`src/csb_pkg.sv`:
```
// types, codes and constants shared by the clock set button controller
`default_nettype none

package csb_pkg;

  typedef enum logic [1:0] {
    KEY_PLUS   = 2'd0,
    KEY_SELECT = 2'd1,
    KEY_BACK   = 2'd2,
    KEY_MINUS  = 2'd3
  } key_t;

  localparam logic [1:0] VIEW_TIME = 2'd0;
  localparam logic [1:0] VIEW_DATE = 2'd1;
  localparam logic [1:0] VIEW_YEAR = 2'd2;

  localparam logic [1:0] WR_NONE = 2'd0;
  localparam logic [1:0] WR_TIME = 2'd1;
  localparam logic [1:0] WR_DATE = 2'd2;

  localparam logic [3:0] SHADE_HIGH = 4'h3;
  localparam logic [3:0] SHADE_LOW  = 4'hC;

  localparam logic [4:0] HOUR_MAX   = 5'd23;
  localparam logic [5:0] MINUTE_MAX = 6'd59;
  localparam logic [3:0] MONTH_MAX  = 4'd12;
  localparam logic [6:0] YEAR_MAX   = 7'd99;
  localparam logic [4:0] DAYS_28    = 5'd28;
  localparam logic [4:0] DAYS_29    = 5'd29;
  localparam logic [4:0] DAYS_30    = 5'd30;
  localparam logic [4:0] DAYS_31    = 5'd31;

  typedef struct packed {
    logic [1:0] req_type;
    logic [4:0] cur_hours;
    logic [5:0] cur_minutes;
    logic [3:0] cur_month;
    logic [4:0] cur_day;
    logic [6:0] cur_year;
  } req_t;

  typedef struct packed {
    logic [4:0] new_hours;
    logic [5:0] new_minutes;
    logic [3:0] new_month;
    logic [4:0] new_day;
    logic [6:0] new_year;
    logic [1:0] write_kind;
    logic [1:0] view_mode;
    logic       editing;
    logic       field_select;
    logic [3:0] shade_pattern;
    logic       shade_on;
    logic       leave_to_menu;
  } rsp_t;

  typedef struct packed {
    logic [4:0] hours;
    logic [5:0] minutes;
    logic [3:0] month;
    logic [4:0] day;
    logic [6:0] year;
  } date_time_t;

  typedef struct packed {
    logic [1:0] mode;
    logic       edit;
    logic       sel;
    logic [3:0] shade;
    logic       shade_on;
  } ctrl_state_t;

endpackage

`default_nettype wire

```
`src/csb_edit.sv`:
```
// field wrap logic: computes the values to write to the clock for one item
`default_nettype none

module csb_edit (
  input  csb_pkg::req_t        req,
  input  csb_pkg::ctrl_state_t state,
  output csb_pkg::date_time_t  dt,
  output logic [1:0]           write_kind
);

  logic       is_step;
  logic       up;
  logic [4:0] day_lim;
  logic [4:0] hours_step;
  logic [5:0] minutes_step;
  logic [3:0] month_step;
  logic [4:0] day_step;
  logic [6:0] year_step;

  assign is_step = (req.req_type == csb_pkg::KEY_PLUS) || (req.req_type == csb_pkg::KEY_MINUS);
  assign up      = (req.req_type == csb_pkg::KEY_PLUS);

  // month length, leap year every fourth year
  always_comb begin
    unique case (req.cur_month)
      4'd2: day_lim = (req.cur_year[1:0] == 2'd0) ? csb_pkg::DAYS_29 : csb_pkg::DAYS_28;
      4'd1, 4'd3, 4'd5, 4'd7, 4'd8, 4'd10, 4'd12: day_lim = csb_pkg::DAYS_31;
      default: day_lim = csb_pkg::DAYS_30;
    endcase
  end

  always_comb begin
    if (up) begin
      hours_step   = (req.cur_hours >= csb_pkg::HOUR_MAX) ? 5'd0 : req.cur_hours + 5'd1;
      minutes_step = (req.cur_minutes >= csb_pkg::MINUTE_MAX) ? 6'd0 : req.cur_minutes + 6'd1;
      month_step   = (req.cur_month >= csb_pkg::MONTH_MAX) ? 4'd1 : req.cur_month + 4'd1;
      day_step     = (req.cur_day >= day_lim) ? 5'd1 : req.cur_day + 5'd1;
      year_step    = (req.cur_year >= csb_pkg::YEAR_MAX) ? 7'd0 : req.cur_year + 7'd1;
    end else begin
      hours_step   = (req.cur_hours == 5'd0) ? csb_pkg::HOUR_MAX : req.cur_hours - 5'd1;
      minutes_step = (req.cur_minutes == 6'd0) ? csb_pkg::MINUTE_MAX : req.cur_minutes - 6'd1;
      month_step   = (req.cur_month <= 4'd1) ? csb_pkg::MONTH_MAX : req.cur_month - 4'd1;
      day_step     = (req.cur_day <= 5'd1) ? day_lim : req.cur_day - 5'd1;
      year_step    = (req.cur_year == 7'd0) ? csb_pkg::YEAR_MAX : req.cur_year - 7'd1;
    end
  end

  always_comb begin
    dt.hours   = req.cur_hours;
    dt.minutes = req.cur_minutes;
    dt.month   = req.cur_month;
    dt.day     = req.cur_day;
    dt.year    = req.cur_year;
    write_kind = csb_pkg::WR_NONE;
    if (is_step && state.edit) begin
      unique case (state.mode)
        csb_pkg::VIEW_TIME: begin
          if (state.sel) dt.hours = hours_step;
          else dt.minutes = minutes_step;
          write_kind = csb_pkg::WR_TIME;
        end
        csb_pkg::VIEW_DATE: begin
          if (state.sel) dt.month = month_step;
          else dt.day = day_step;
          write_kind = csb_pkg::WR_DATE;
        end
        csb_pkg::VIEW_YEAR: begin
          dt.year    = year_step;
          write_kind = csb_pkg::WR_DATE;
        end
        default: write_kind = csb_pkg::WR_NONE;
      endcase
    end
  end

endmodule

`default_nettype wire

```
`src/csb_ctrl.sv`:
```
// view, edit, field select and shade state with its key-driven update
`default_nettype none

module csb_ctrl (
  input  logic                 clk,
  input  logic                 rst,
  input  logic                 fire,
  input  logic [1:0]           key,
  output csb_pkg::ctrl_state_t state,
  output csb_pkg::ctrl_state_t state_next,
  output logic                 leave
);

  always_comb begin
    state_next = state;
    leave      = 1'b0;
    unique case (key)
      csb_pkg::KEY_PLUS: begin
        if (!state.edit) begin
          state_next.mode = (state.mode >= csb_pkg::VIEW_YEAR) ? csb_pkg::VIEW_TIME
                                                                : state.mode + 2'd1;
        end
      end
      csb_pkg::KEY_MINUS: begin
        if (!state.edit) begin
          state_next.mode = (state.mode == csb_pkg::VIEW_TIME) ? csb_pkg::VIEW_YEAR
                                                                : state.mode - 2'd1;
        end
      end
      csb_pkg::KEY_SELECT: begin
        if (state.edit) begin
          if (state.mode != csb_pkg::VIEW_YEAR) begin
            state_next.sel   = ~state.sel;
            state_next.shade = state.sel ? csb_pkg::SHADE_LOW : csb_pkg::SHADE_HIGH;
          end else begin
            state_next.sel   = 1'b0;
            state_next.shade = csb_pkg::SHADE_LOW;
          end
        end else begin
          state_next.edit     = 1'b1;
          state_next.shade_on = 1'b1;
          state_next.sel      = 1'b0;
          state_next.shade    = csb_pkg::SHADE_LOW;
        end
      end
      default: begin
        if (state.edit) begin
          state_next.edit     = 1'b0;
          state_next.shade_on = 1'b0;
          state_next.sel      = 1'b0;
        end else begin
          leave = 1'b1;
        end
      end
    endcase
  end

  always_ff @(posedge clk) begin
    if (rst) begin
      state <= '0;
    end else if (fire) begin
      state <= state_next;
    end
  end

endmodule

`default_nettype wire

```
`src/clock_set_button_controller_unit.sv`:
```
// path: an accepted item passes through the input register, then the result register
// throughput: one item per cycle while downstream does not stall; the result register frees when downstream takes it
// the state update for an item happens as it moves into the result register
// reset (rst, synchronous): both stages empty, time view, edit off, select 0,
// shade mask 0 and shading off
`default_nettype none

module clock_set_button_controller_unit (
  input  logic          clk,
  input  logic          rst,
  input  logic          req_valid,
  output logic          req_stall,
  input  csb_pkg::req_t req,
  output logic          rsp_valid,
  input  logic          rsp_stall,
  output csb_pkg::rsp_t rsp
);

  logic                 in_valid;
  csb_pkg::req_t        in_item;
  logic                 advance;
  logic                 accept;
  logic                 fire;
  csb_pkg::ctrl_state_t state;
  csb_pkg::ctrl_state_t state_next;
  logic                 leave;
  csb_pkg::date_time_t  dt;
  logic [1:0]           write_kind;
  csb_pkg::rsp_t        rsp_next;

  assign advance   = !rsp_valid || !rsp_stall;
  assign req_stall = in_valid && !advance;
  assign accept    = req_valid && !req_stall;
  assign fire      = in_valid && advance;

  csb_edit u_edit (
    .req        (in_item),
    .state      (state),
    .dt         (dt),
    .write_kind (write_kind)
  );

  csb_ctrl u_ctrl (
    .clk        (clk),
    .rst        (rst),
    .fire       (fire),
    .key        (in_item.req_type),
    .state      (state),
    .state_next (state_next),
    .leave      (leave)
  );

  always_comb begin
    rsp_next.new_hours     = dt.hours;
    rsp_next.new_minutes   = dt.minutes;
    rsp_next.new_month     = dt.month;
    rsp_next.new_day       = dt.day;
    rsp_next.new_year      = dt.year;
    rsp_next.write_kind    = write_kind;
    rsp_next.view_mode     = state_next.mode;
    rsp_next.editing       = state_next.edit;
    rsp_next.field_select  = state_next.sel;
    rsp_next.shade_pattern = state_next.shade;
    rsp_next.shade_on      = state_next.shade_on;
    rsp_next.leave_to_menu = leave;
  end

  always_ff @(posedge clk) begin
    if (rst) begin
      in_valid  <= 1'b0;
      rsp_valid <= 1'b0;
    end else begin
      if (accept) in_valid <= 1'b1;
      else if (fire) in_valid <= 1'b0;
      if (fire) rsp_valid <= 1'b1;
      else if (!rsp_stall) rsp_valid <= 1'b0;
    end
    if (accept) in_item <= req;
    if (fire) rsp <= rsp_next;
  end

  a_write_only_editing: assert property (@(posedge clk) disable iff (rst)
    rsp_valid && (rsp.write_kind != csb_pkg::WR_NONE) |-> rsp.editing)
    else $error("clock write outside edit mode");

  a_leave_not_editing: assert property (@(posedge clk) disable iff (rst)
    rsp_valid && rsp.leave_to_menu |-> !rsp.editing && (rsp.write_kind == csb_pkg::WR_NONE))
    else $error("menu request while editing or writing");

  a_shade_tracks_edit: assert property (@(posedge clk) disable iff (rst)
    rsp_valid |-> (rsp.shade_on == rsp.editing))
    else $error("shading out of step with edit mode");

  a_year_single_field: assert property (@(posedge clk) disable iff (rst)
    rsp_valid && rsp.editing && (rsp.view_mode == csb_pkg::VIEW_YEAR) |-> !rsp.field_select)
    else $error("field select set in year edit");

  a_state_moves_on_fire: assert property (@(posedge clk) disable iff (rst)
    !fire |=> $stable(state))
    else $error("control state changed without an item");

endmodule

`default_nettype wire
```
`config.mk`:
```
export PLATFORM = sky130hd
export DESIGN_NAME = clock_set_button_controller_unit
export DESIGN_NICKNAME = d
export VERILOG_FILES = /design/src/csb_pkg.sv /design/src/csb_edit.sv /design/src/csb_ctrl.sv /design/src/clock_set_button_controller_unit.sv
export SDC_FILE = /design/constraint.sdc
export NUM_CORES = 1
export LEC_CHECK = 0
export ABC_AREA = 1
export BUFFER_PORTS_ARGS = -buffer_cell sky130_fd_sc_hd__buf_2
export CORE_ASPECT_RATIO = 0.5
export CORE_MARGIN = 2
export CORE_UTILIZATION = 40
export CTS_CLUSTER_DIAMETER = 40
export DETAILED_ROUTE_END_ITERATION = 6
export GPL_ROUTABILITY_DRIVEN = 0
export GPL_TIMING_DRIVEN = 0
export SETUP_SLACK_MARGIN = 0.3
export SLEW_MARGIN = 20
export SYNTH_ARGS = -nofsm -noshare
export SYNTH_HDL_FRONTEND = slang
export SYNTH_SLANG_ARGS = --single-unit
```
`constraint.sdc`:
```
create_clock -name clk -period 2.85 [get_ports clk]
set_input_delay 0.1425 -clock clk [delete_from_list [all_inputs] [get_ports clk]]
set_output_delay 0.1425 -clock clk [all_outputs]
set_load 0.005 [all_outputs]
```
### Word level (Yosys, flattened, before mapping)

Cells that the tools add are included.

* register bits after elaboration: 79
* word-level logic and storage cells: 126
* output and inout port bits: 41
* input port bits: 33

* muxes and demuxes: 45
* add/sub/neg operators: 12
* $lt $le $gt $ge: 8
* equality and inequality tests: 14
* reduce and logical (&&, ||, !) cells: 21
* bitwise gates (word level): 1

Operators with widths (number)
* 5-bit 2-to-1 mux: 10
* 7-bit 2-to-1 mux: 4
* 27-bit 2-to-1 mux: 1
* 4-bit 2-to-1 mux: 6
* 6-bit 2-to-1 mux: 4
* 4-bit == test (second input constant): 3
* 2-bit case mux with 2 select lines: 3
* 11-bit 2-to-1 mux: 1
* 5-bit by 1-bit adder with 5-bit output (second input constant): 2
* 5-bit case mux with 2 select lines: 1
* 5-bit by 1-bit subtractor with 5-bit output (second input constant): 2
* 1-bit 2-to-1 mux: 9
* 9-bit 2-to-1 mux: 1
* 4-bit by 2-bit == test with 1-bit output (second input constant): 2
* 4-bit by 3-bit == test with 1-bit output (second input constant): 2
* 2-bit 2-to-1 mux: 4
* 7-bit by 1-bit adder with 7-bit output (second input constant): 1
* 7-bit greater-or-equal comparator (second input constant): 1
* 7-bit zero test: 1
* 7-bit OR reduction: 1
* 7-bit by 1-bit subtractor with 7-bit output (second input constant): 1
* 6-bit by 1-bit adder with 6-bit output (second input constant): 1
* 6-bit greater-or-equal comparator (second input constant): 1
* 2-bit zero test: 3
* 26 further kinds: 36

### Logic depth before layout (Yosys ltp)

Gate-level depths: netlist of run 1.

* depth in word-level cells: 9
* depth in mapped cells: 16
* mapped depth without buffers: 16

### Cells and area by module

From an unflattened synthesis of run 1, not the netlist that was laid out.

* cell total of the unflattened synthesis: 552
* area total of the unflattened synthesis: 4757.1 um^2

By module, submodules not included
* clock_set_button_controller_unit: times used 1, seq. area each 2082.0 um^2, cells an instance 80, area an instance 2133.3 um^2
* csb_edit: times used 1, seq. area each 0.0 um^2, cells an instance 376, area an instance 1994.4 um^2
* csb_ctrl: times used 1, seq. area each 180.2 um^2, cells an instance 96, area an instance 629.4 um^2

### Worst setup path before layout of run 1

OpenSTA, ideal clock, no wires.

* kind: register -> register
* from: register in_item[12] (netlist bit)
* to: register rsp[19] (netlist bit), data pin
* clock period less this slack: 2.087 ns
* data required time: 2.598 ns
* cell stages (with the launch flop): 16
* setup time: 0.252 ns
* arrival time: 1.835 ns
* path slack: 0.763 ns
* buffers on the path: 0
* path through: edfxtp_1 inv_1 ha_1 inv_1 nand2_1 o21ai_0 nand2_1 ha_1 o21ai_0 nand2_1 nand2_1 nand2_1 nand2_1 nand2_1 nand2_1 nand2_1

RTL lines
* start: declaration: line clock_set_button_controller_unit.sv:20 `csb_pkg::req_t in_item;`
* start signal: assignment: line clock_set_button_controller_unit.sv:78 `if (accept) in_item <= req;`
* end signal: assignment: line clock_set_button_controller_unit.sv:79 `if (fire) rsp <= rsp_next;`
* end: declaration: line clock_set_button_controller_unit.sv:16 `output csb_pkg::rsp_t rsp`

==> summary.txt, run 1 <==
Clocking
  • CTS tree: done
  • Root buffer cell: clkbuf_16
  • Clock sink count: 79
  • Clk pin slew, worst setup/hold paths: 0.06 ns
  • CTS buffer count: 9
  • H-tree Lvls: 3
  • Max clock buf depth: 2
  • Clock Latency Late Sink: 0.34 ns

Logic synthesis
  • Post-synthesis net count: 602
  • Post-Syn Area: 4530 sq um
  • Post-synth EDFFs: 68
  • Yosys warns: 0
  • Post-Syn Instances: 544
  • FFs w/ async S/R, synth: 0%
  • Mean Syn Cell Area: 8.33 sq um
  • Top_reg_cell synth: edfxtp_1
  • Sequential share of the synthesized area: 49.9%
  • Synth unique cells: 31
  • Synthesized flop and latch total: 79

STA
  • Total Neg Setup Slack: 0 ns
  • Final setup fails: 0
  • Worst-Margin Slew: 0.675 ns
  • Final Max Slew Viols: 0
  • RSZ-0062 raised after global routing: false
  • Fin crit share: 79.3%
  • Endpoints failing hold: 0
  • Clock Skew: 0.00710 ns
  • Highest Clock Rate: 0.442 GHz
  • Max_slew headroom: 54.9%
  • Crit path time final: 2.26 ns

Global route
  • Vias in the first global route: 3780
  • Largest net degree at the start of global routing: 30
  • Initial antenna violation count: 0
  • Total grt overflow: 0
  • Total global routing track utilization: 18.2%
  • First-pass GRT wire length: 17500 um

Critical path
  • Crit path DAT: 2.36 ns
  • Req. time, crit path: 2.95 ns
  • CP max-delay cell: edfxtp_1
  • Reg-to-Reg Start: in_item[12]
  • WP buf/inv: 2
  • CP Max Fanout: 5
  • Critical path's most frequent cell: nand2_1
  • CP Capture Type: register
  • CP max stage delay: 0.45 ns
  • FF-to-FF setup slack: 0.59 ns
  • Critical setup path kind: register to register
  • CP top delay family: simple AND/OR/NAND/NOR gates
  • R2R depth: 15
  • Reg2reg end: rsp[19]
  • Startpoint types: register
  • Critical path, cell by cell: buf_4 -> ha_1 -> inv_1 -> nand3_1 -> o21ai_1 -> nand2_1 -> ha_1 -> o21ai_1 -> nand2_1 -> nand2_2 -> nand2_1 -> nand2_1 -> nand2_1 -> nand2_1 -> nand2_1

Finish
  • Area Growth Syn to Fin: 26.2%
  • Final std cells w/o fill: 812
  • Multi-input gate area: 1880 sq um
  • Sequential Area: 2260 sq um
  • Fraction of layout cells with a size suffix above 1: 16.8%
  • Post-layout nets: 720
  • Fill cells: 1054
  • Diode count: 0

Worst hold path
  • Worst hold stages: 3
  • Hold Crit Class: input port to register
  • Hold Path Sink: in_valid
  • Hold Startpoint: req_valid

Place
  • Hpwl dp: 7340 um
  • PortBufs: 72
  • Placed instance count: 762

Routing
  • Vias: 4009
  • Drt first pass iters: 5
  • Initial detailed-routing violation count: 249
  • Vias/cell: 4.94
  • Drt wl/cell: 12.9 um
  • Drt drc: 0
  • WL final: 10500 um
  • DRT antenna net count: 0

Floorplanning
  • Die area: 12200 sq um
  • Initial Util: 41.1%
  • I/O pin total: 74
  • Core ar.: 11000 sq um
  • Die Span Y: 79.2 um
  • Num rows: 27
  • Die X: 154 um

Job
  • Max-cap violations: 0

Power and ir drop
  • Leak Pwr: 2.65 nW
  • Pwr dens: 510 nW/um^2
  • Max IR drop VDD: 0.267 mV
  • Tot Pwr: 2.92 mW

Status
  • Status: complete, no violations
worst max-delay path by stage:
stage / depth (start not counted) / start / endpoint
after global placement: 5 / rsp_valid / u_ctrl.state[4]
after floorplan: 15 / in_item[12] / rsp[19]
after global routing: 15 / in_item[12] / rsp[19]
final: 15 / in_item[12] / rsp[19]
after CTS: 15 / in_item[12] / rsp[19]
after detailed placement: 15 / in_item[12] / rsp[19]
stage by stage:
stage	utilization (%)	worst slack, ns	hold WS [ns]	instance area, sq um
4_1_cts	51.6	0.441	0.0778	5680
3_3_place_gp	46.0	0.497	0.320	5070
6_report	51.9	0.589	0.0866	5720
3_5_place_dp	46.2	0.452	0.321	5090
5_1_grt	51.9	0.292	0.113	5720
2_1_floorplan	-	0.763	0.241	4530
Yosys cell counts (all sizes together) (7+ instances only):
library cell	instances	area share [%]
inv	89	7.4
edfxtp	68	45
nand2	126	10
a21oi	29	3.3
clkbuf	7	0.69
nor2	56	5.0
o21ai	47	5.2
dfxtp	11	4.9
ha	25	6.9
nand4	16	2.2
nand3	47	5.2
cell families after synthesis:
group	count (synthesis)	synth area share, %
buffers and inverters	100	8.51
AO/OA/AOI/OAI	86	10.1
XOR/XNOR	4	0.773
flip-flops	79	49.9
AND/OR/NAND/NOR	250	23.8
adder cells (fa/ha/maj)	25	6.91
state kept, by name, indices dropped and copies added (netlist names):
register	cells
u_ctrl.state	9
in_item	29
rsp_valid	1
in_valid	1
rsp	39
power breakdown:
group | switching, mW | internal (mW)
clock | 0.485 | 0.653
sequential | 0.0436 | 1.34
combinational | 0.237 | 0.161
total | 0.766 | 2.15
cell type report:
| type | count | area share, % |
|---|---|---|
| multi-input cells | 365 | 33.0 |
| clock buffers | 10 | 4.38 |
| plain buffers | 10 | 0.810 |
| well taps | 145 | 3.17 |
| inverters | 90 | 5.93 |
| flip-flops and latches | 79 | 39.6 |
| repair buffers | 107 | 12.4 |
| clock inverters | 6 | 0.810 |
worst reg2reg max path: cells and delay by family (launching register included):
family / cells / cell delay (ns)
DFF: 1 / 0.45
AOI/OAI and AO/OA: 2 / 0.22
and+or+nand+nor: 9 / 0.63
buffers and inverters: 2 / 0.25
adders and majority gates: 2 / 0.49
routing by layer:
layer / part of all wire (%) / up-vias / GRT usage [%]
met5: 0 / - / 0
met4: 1.5 / 0 / 7.13
met3: 6.1 / 17 / 4.80
met2: 47 / 119 / 30.2
met1: 46 / 1830 / 23.0
li1: - / 2043 / -
layout by cell type (no fill, tap or decap), types with 3 or more instances in the layout:
| cell | n |
|---|---|
| nand2_1 | 124 |
| buf_4 | 5 |
| xor2_1 | 4 |
| inv_6 | 3 |
| o21ai_1 | 4 |
| nand3_1 | 47 |
| dlygate4sd3_1 | 29 |
| clkbuf_1 | 5 |
| a21oi_1 | 28 |
| o21ai_0 | 43 |
| nand4_1 | 16 |
| buf_2 | 75 |
| ha_1 | 25 |
| o211ai_1 | 4 |
| nor2_1 | 53 |
| clkbuf_16 | 10 |
| inv_2 | 4 |
| inv_1 | 85 |
| edfxtp_1 | 68 |
| dfxtp_1 | 11 |
what timing repair did:
item / in CTS / in global routing
hold buffers: 29 / 0
buffers inserted: 0 / 5
gates resized for setup: 0 / 3
hold endpoints to repair: 29 / 0
endpoints found under the setup margin: 0 / 4
Note: power is estimated with default switching activity, not from simulation.
==> inputs of run 2 (changes only) <==
==> constraint.sdc (replaced) <==
create_clock -name clk -period 2 [get_ports clk]
set_input_delay 0.1 -clock clk [delete_from_list [all_inputs] [get_ports clk]]
set_output_delay 0.1 -clock clk [all_outputs]
set_load 0.005 [all_outputs]
==> summary.txt, run 2 (synthesized netlist as in run 1, its figures left out) <==
Finish
  • Max reg flops: 39 (unchanged)
  • Sequential Area: 2260 sq um (unchanged)
  • Top Registers: rsp: 39 flops, in_item: 29 flops, u_ctrl.state: 9 flops
  • Final std cells w/o fill: 839 (+3.3%)
  • Largest Register: rsp
  • Post-layout nets: 747 (+3.8%)
  • Area Growth Syn to Fin: 34.7%
  • Final core utilization: 55.4% (+3.5 points)
  • Diode count: 0 (unchanged)
  • Most frequent cells in the layout: 120 x nand2_1, 74 x buf_2, 70 x inv_1
  • Commonest non-fill, non-tap cell in the layout: nand2_1
  • Fraction of layout cells with a size suffix above 1: 28.0% (+11 points)
  • Multi-input gate area: 2060 sq um (+9.6%)
  • Finished Cell Area: 6100 sq um (+6.7%)
  • Fill cells: 989 (-6.2%)

Critical path
  • WP buf/inv: 4 (+2)
  • Critical path's most frequent cell: nand2_1
  • CP endpoint: rsp[23]
  • CP max stage delay: 0.45 ns (about the same)
  • R2R depth: 15 (unchanged)
  • Reg2reg end: rsp[23]
  • Origin of the worst setup path: in_item[12]
  • FF-to-FF setup slack: -0.13 ns (-0.72 ns)
  • Worst path depth: 15 (unchanged)
  • Req. time, crit path: 2.10 ns (-0.85 ns)
  • CP Capture Type: register
  • CP top delay family: adder cells
  • Crit path DAT: 2.23 ns (-0.13 ns)
  • Critical setup path kind: register to register
  • Startpoint types: register
  • Reg-to-Reg Start: in_item[12]
  • CP Max Fanout: 5 (unchanged)
  • Critical path, cell by cell: inv_2 -> ha_2 -> inv_1 -> nor2_1 -> o21ai_1 -> nand2_1 -> ha_1 -> o21ai_1 -> nand2_1 -> nand2_2 -> buf_4 -> nand2_1 -> nand3_1 -> nand2_1 -> inv_1
  • CP max-delay cell: edfxtp_1

Global route
  • First-pass GRT wire length: 17900 um (+2.2%)
  • Initial antenna violation count: 0 (unchanged)
  • Total global routing track utilization: 19.0% (+0.82 points)
  • Vias in the first global route: 3625 (-4.1%)
  • Total grt overflow: 0 (unchanged)
  • Largest net degree at the start of global routing: 30 (unchanged)

Place
  • PortBufs: 72 (unchanged)
  • Hpwl dp: 7410 um (+0.89%)
  • Placed cell areas: 5080 sq um (-0.12%)
  • DP Worst Slack: -0.228 ns (-0.679 ns)
  • Placed instance count: 761 (-0.13%)

Floorplanning
  • Die X: 154 um (unchanged)
  • Die Span Y: 79.2 um (unchanged)
  • Initial Util: 41.1% (unchanged)
  • Num rows: 27 (unchanged)
  • Die area: 12200 sq um (unchanged)
  • I/O pin total: 74 (unchanged)
  • Core ar.: 11000 sq um (unchanged)

Clocking
  • Clock sink count: 79 (unchanged)
  • H-tree Lvls: 3 (unchanged)
  • CTS tree: done
  • Clock Latency Late Sink: 0.35 ns (about the same)
  • Clk pin slew, worst setup/hold paths: 0.06 ns (about the same)
  • Root buffer cell: clkbuf_16
  • Max clock buf depth: 2 (unchanged)
  • CTS buffer count: 9 (unchanged)

Routing
  • DRT antenna net count: 0 (unchanged)
  • Vias: 4160 (+3.8%)
  • Drt drc: 0 (unchanged)
  • Initial detailed-routing violation count: 332 (+33%)
  • Drt wl/cell: 14.1 um (+9.4%)
  • Vias/cell: 4.96 (+0.43%)
  • WL final: 11900 um (+13%)
  • Drt first pass iters: 6 (+1)

STA
  • Fin crit share: 107% (+27 points)
  • Clock Skew: 0.0110 ns (+0.00393 ns)
  • Setup WS post-layout: -0.131 ns (-0.720 ns)
  • Hold WS: 0.0369 ns (-0.0497 ns)
  • Final Max Slew Viols: 0 (unchanged)
  • Highest Clock Rate: 0.469 GHz (+6.1%)
  • Total Neg Setup Slack: -0.337 ns (-0.337 ns)
  • Worst-Margin Slew: 0.675 ns (-0.000158 ns)
  • Max_slew headroom: 54.9% (about the same)
  • Endpoints failing hold: 0 (unchanged)
  • Final setup fails: 5 (+5)
  • Crit path time final: 2.13 ns (-0.130 ns)
  • RSZ-0062 raised after global routing: true

Power and ir drop
  • Internal power: 3.03 mW (+41%)
  • Tot Pwr: 4.17 mW (+43%)
  • Clock share of power: 36.5% (-2.5 points)
  • Leak Pwr: 2.76 nW (+4.1%)
  • Pwr dens: 683 nW/um^2 (+34%)
  • Max IR drop VDD: 0.399 mV (+50%)
  • Sw frac: 27.3% (+0.99 points)
  • Sequential Power Share: 47.2% (about the same)
  • Switching power: 1.14 mW (+48%)
  • Comb pwr share: 16.3% (+2.6 points)

Status
  • Failing checks: setup timing
  • Status: complete, but fails checks

Job
  • Max-cap violations: 0 (unchanged)

Worst hold path
  • Hold Crit Class: input port to register
-- run 2: cell type report --
cell class | instances | share of cell area [%]
plain buffers | 10 | 1.11
clock buffers | 11 | 3.81
clock inverters | 5 | 0.595
inverters | 90 | 5.76
multi-input cells | 365 | 33.8
flip-flops and latches | 79 | 37.1
well taps | 145 | 2.97
repair buffers | 131 | 14.5
repair inverters | 3 | 0.369
-- run 2: what timing repair did --
item | CTS | global route
endpoints found under the setup margin | 68 | 29
gates cloned | 3 | 0
pin swaps | 6 | 17
buffers inserted | 17 | 13
endpoints found under the hold margin | 29 | 0
hold buffers | 29 | 0
gates resized for setup | 28 | 60
-- run 2: power by group through the flow --
stage               logic (mW)  registers (mW)  clock network, mW
finish                   0.678            1.97               1.52
global route             0.754            1.98               1.63
CTS                      0.608            1.96               1.56
detailed placement       0.509            2.00                  0
global placement         0.501            2.00                  0
floorplan                0.338            1.99                  0
-- run 2: worst min-delay path by stage --
| stage | from | endpoint | depth (start not counted) |
|---|---|---|---|
| 2_1_floorplan | req[0] | in_item[0] | 0 |
| 3_3_place_gp | req[8] | in_item[8] | 1 |
| 3_5_place_dp | req[16] | in_item[16] | 1 |
| 4_1_cts | req_valid | in_valid | 3 |
| 5_1_grt | req_valid | in_valid | 3 |
| 6_report | req_valid | in_valid | 3 |
-- run 2: metal layers --
metal / wire (um) / up-vias / global-route usage [%]
met1: 5360 / 1881 / 25.5
met3: 923 / 22 / 5.35
met2: 5390 / 154 / 30.3
met5: 0 / - / 0
met4: 196 / 0 / 5.74
li1: - / 2103 / -
-- run 2: tightest hold or removal path: cells and delay by family --
family	cells	cell delay (ns)
compound gates	1	0.06
buf+inv	1	0.09
simple gates	1	0.08
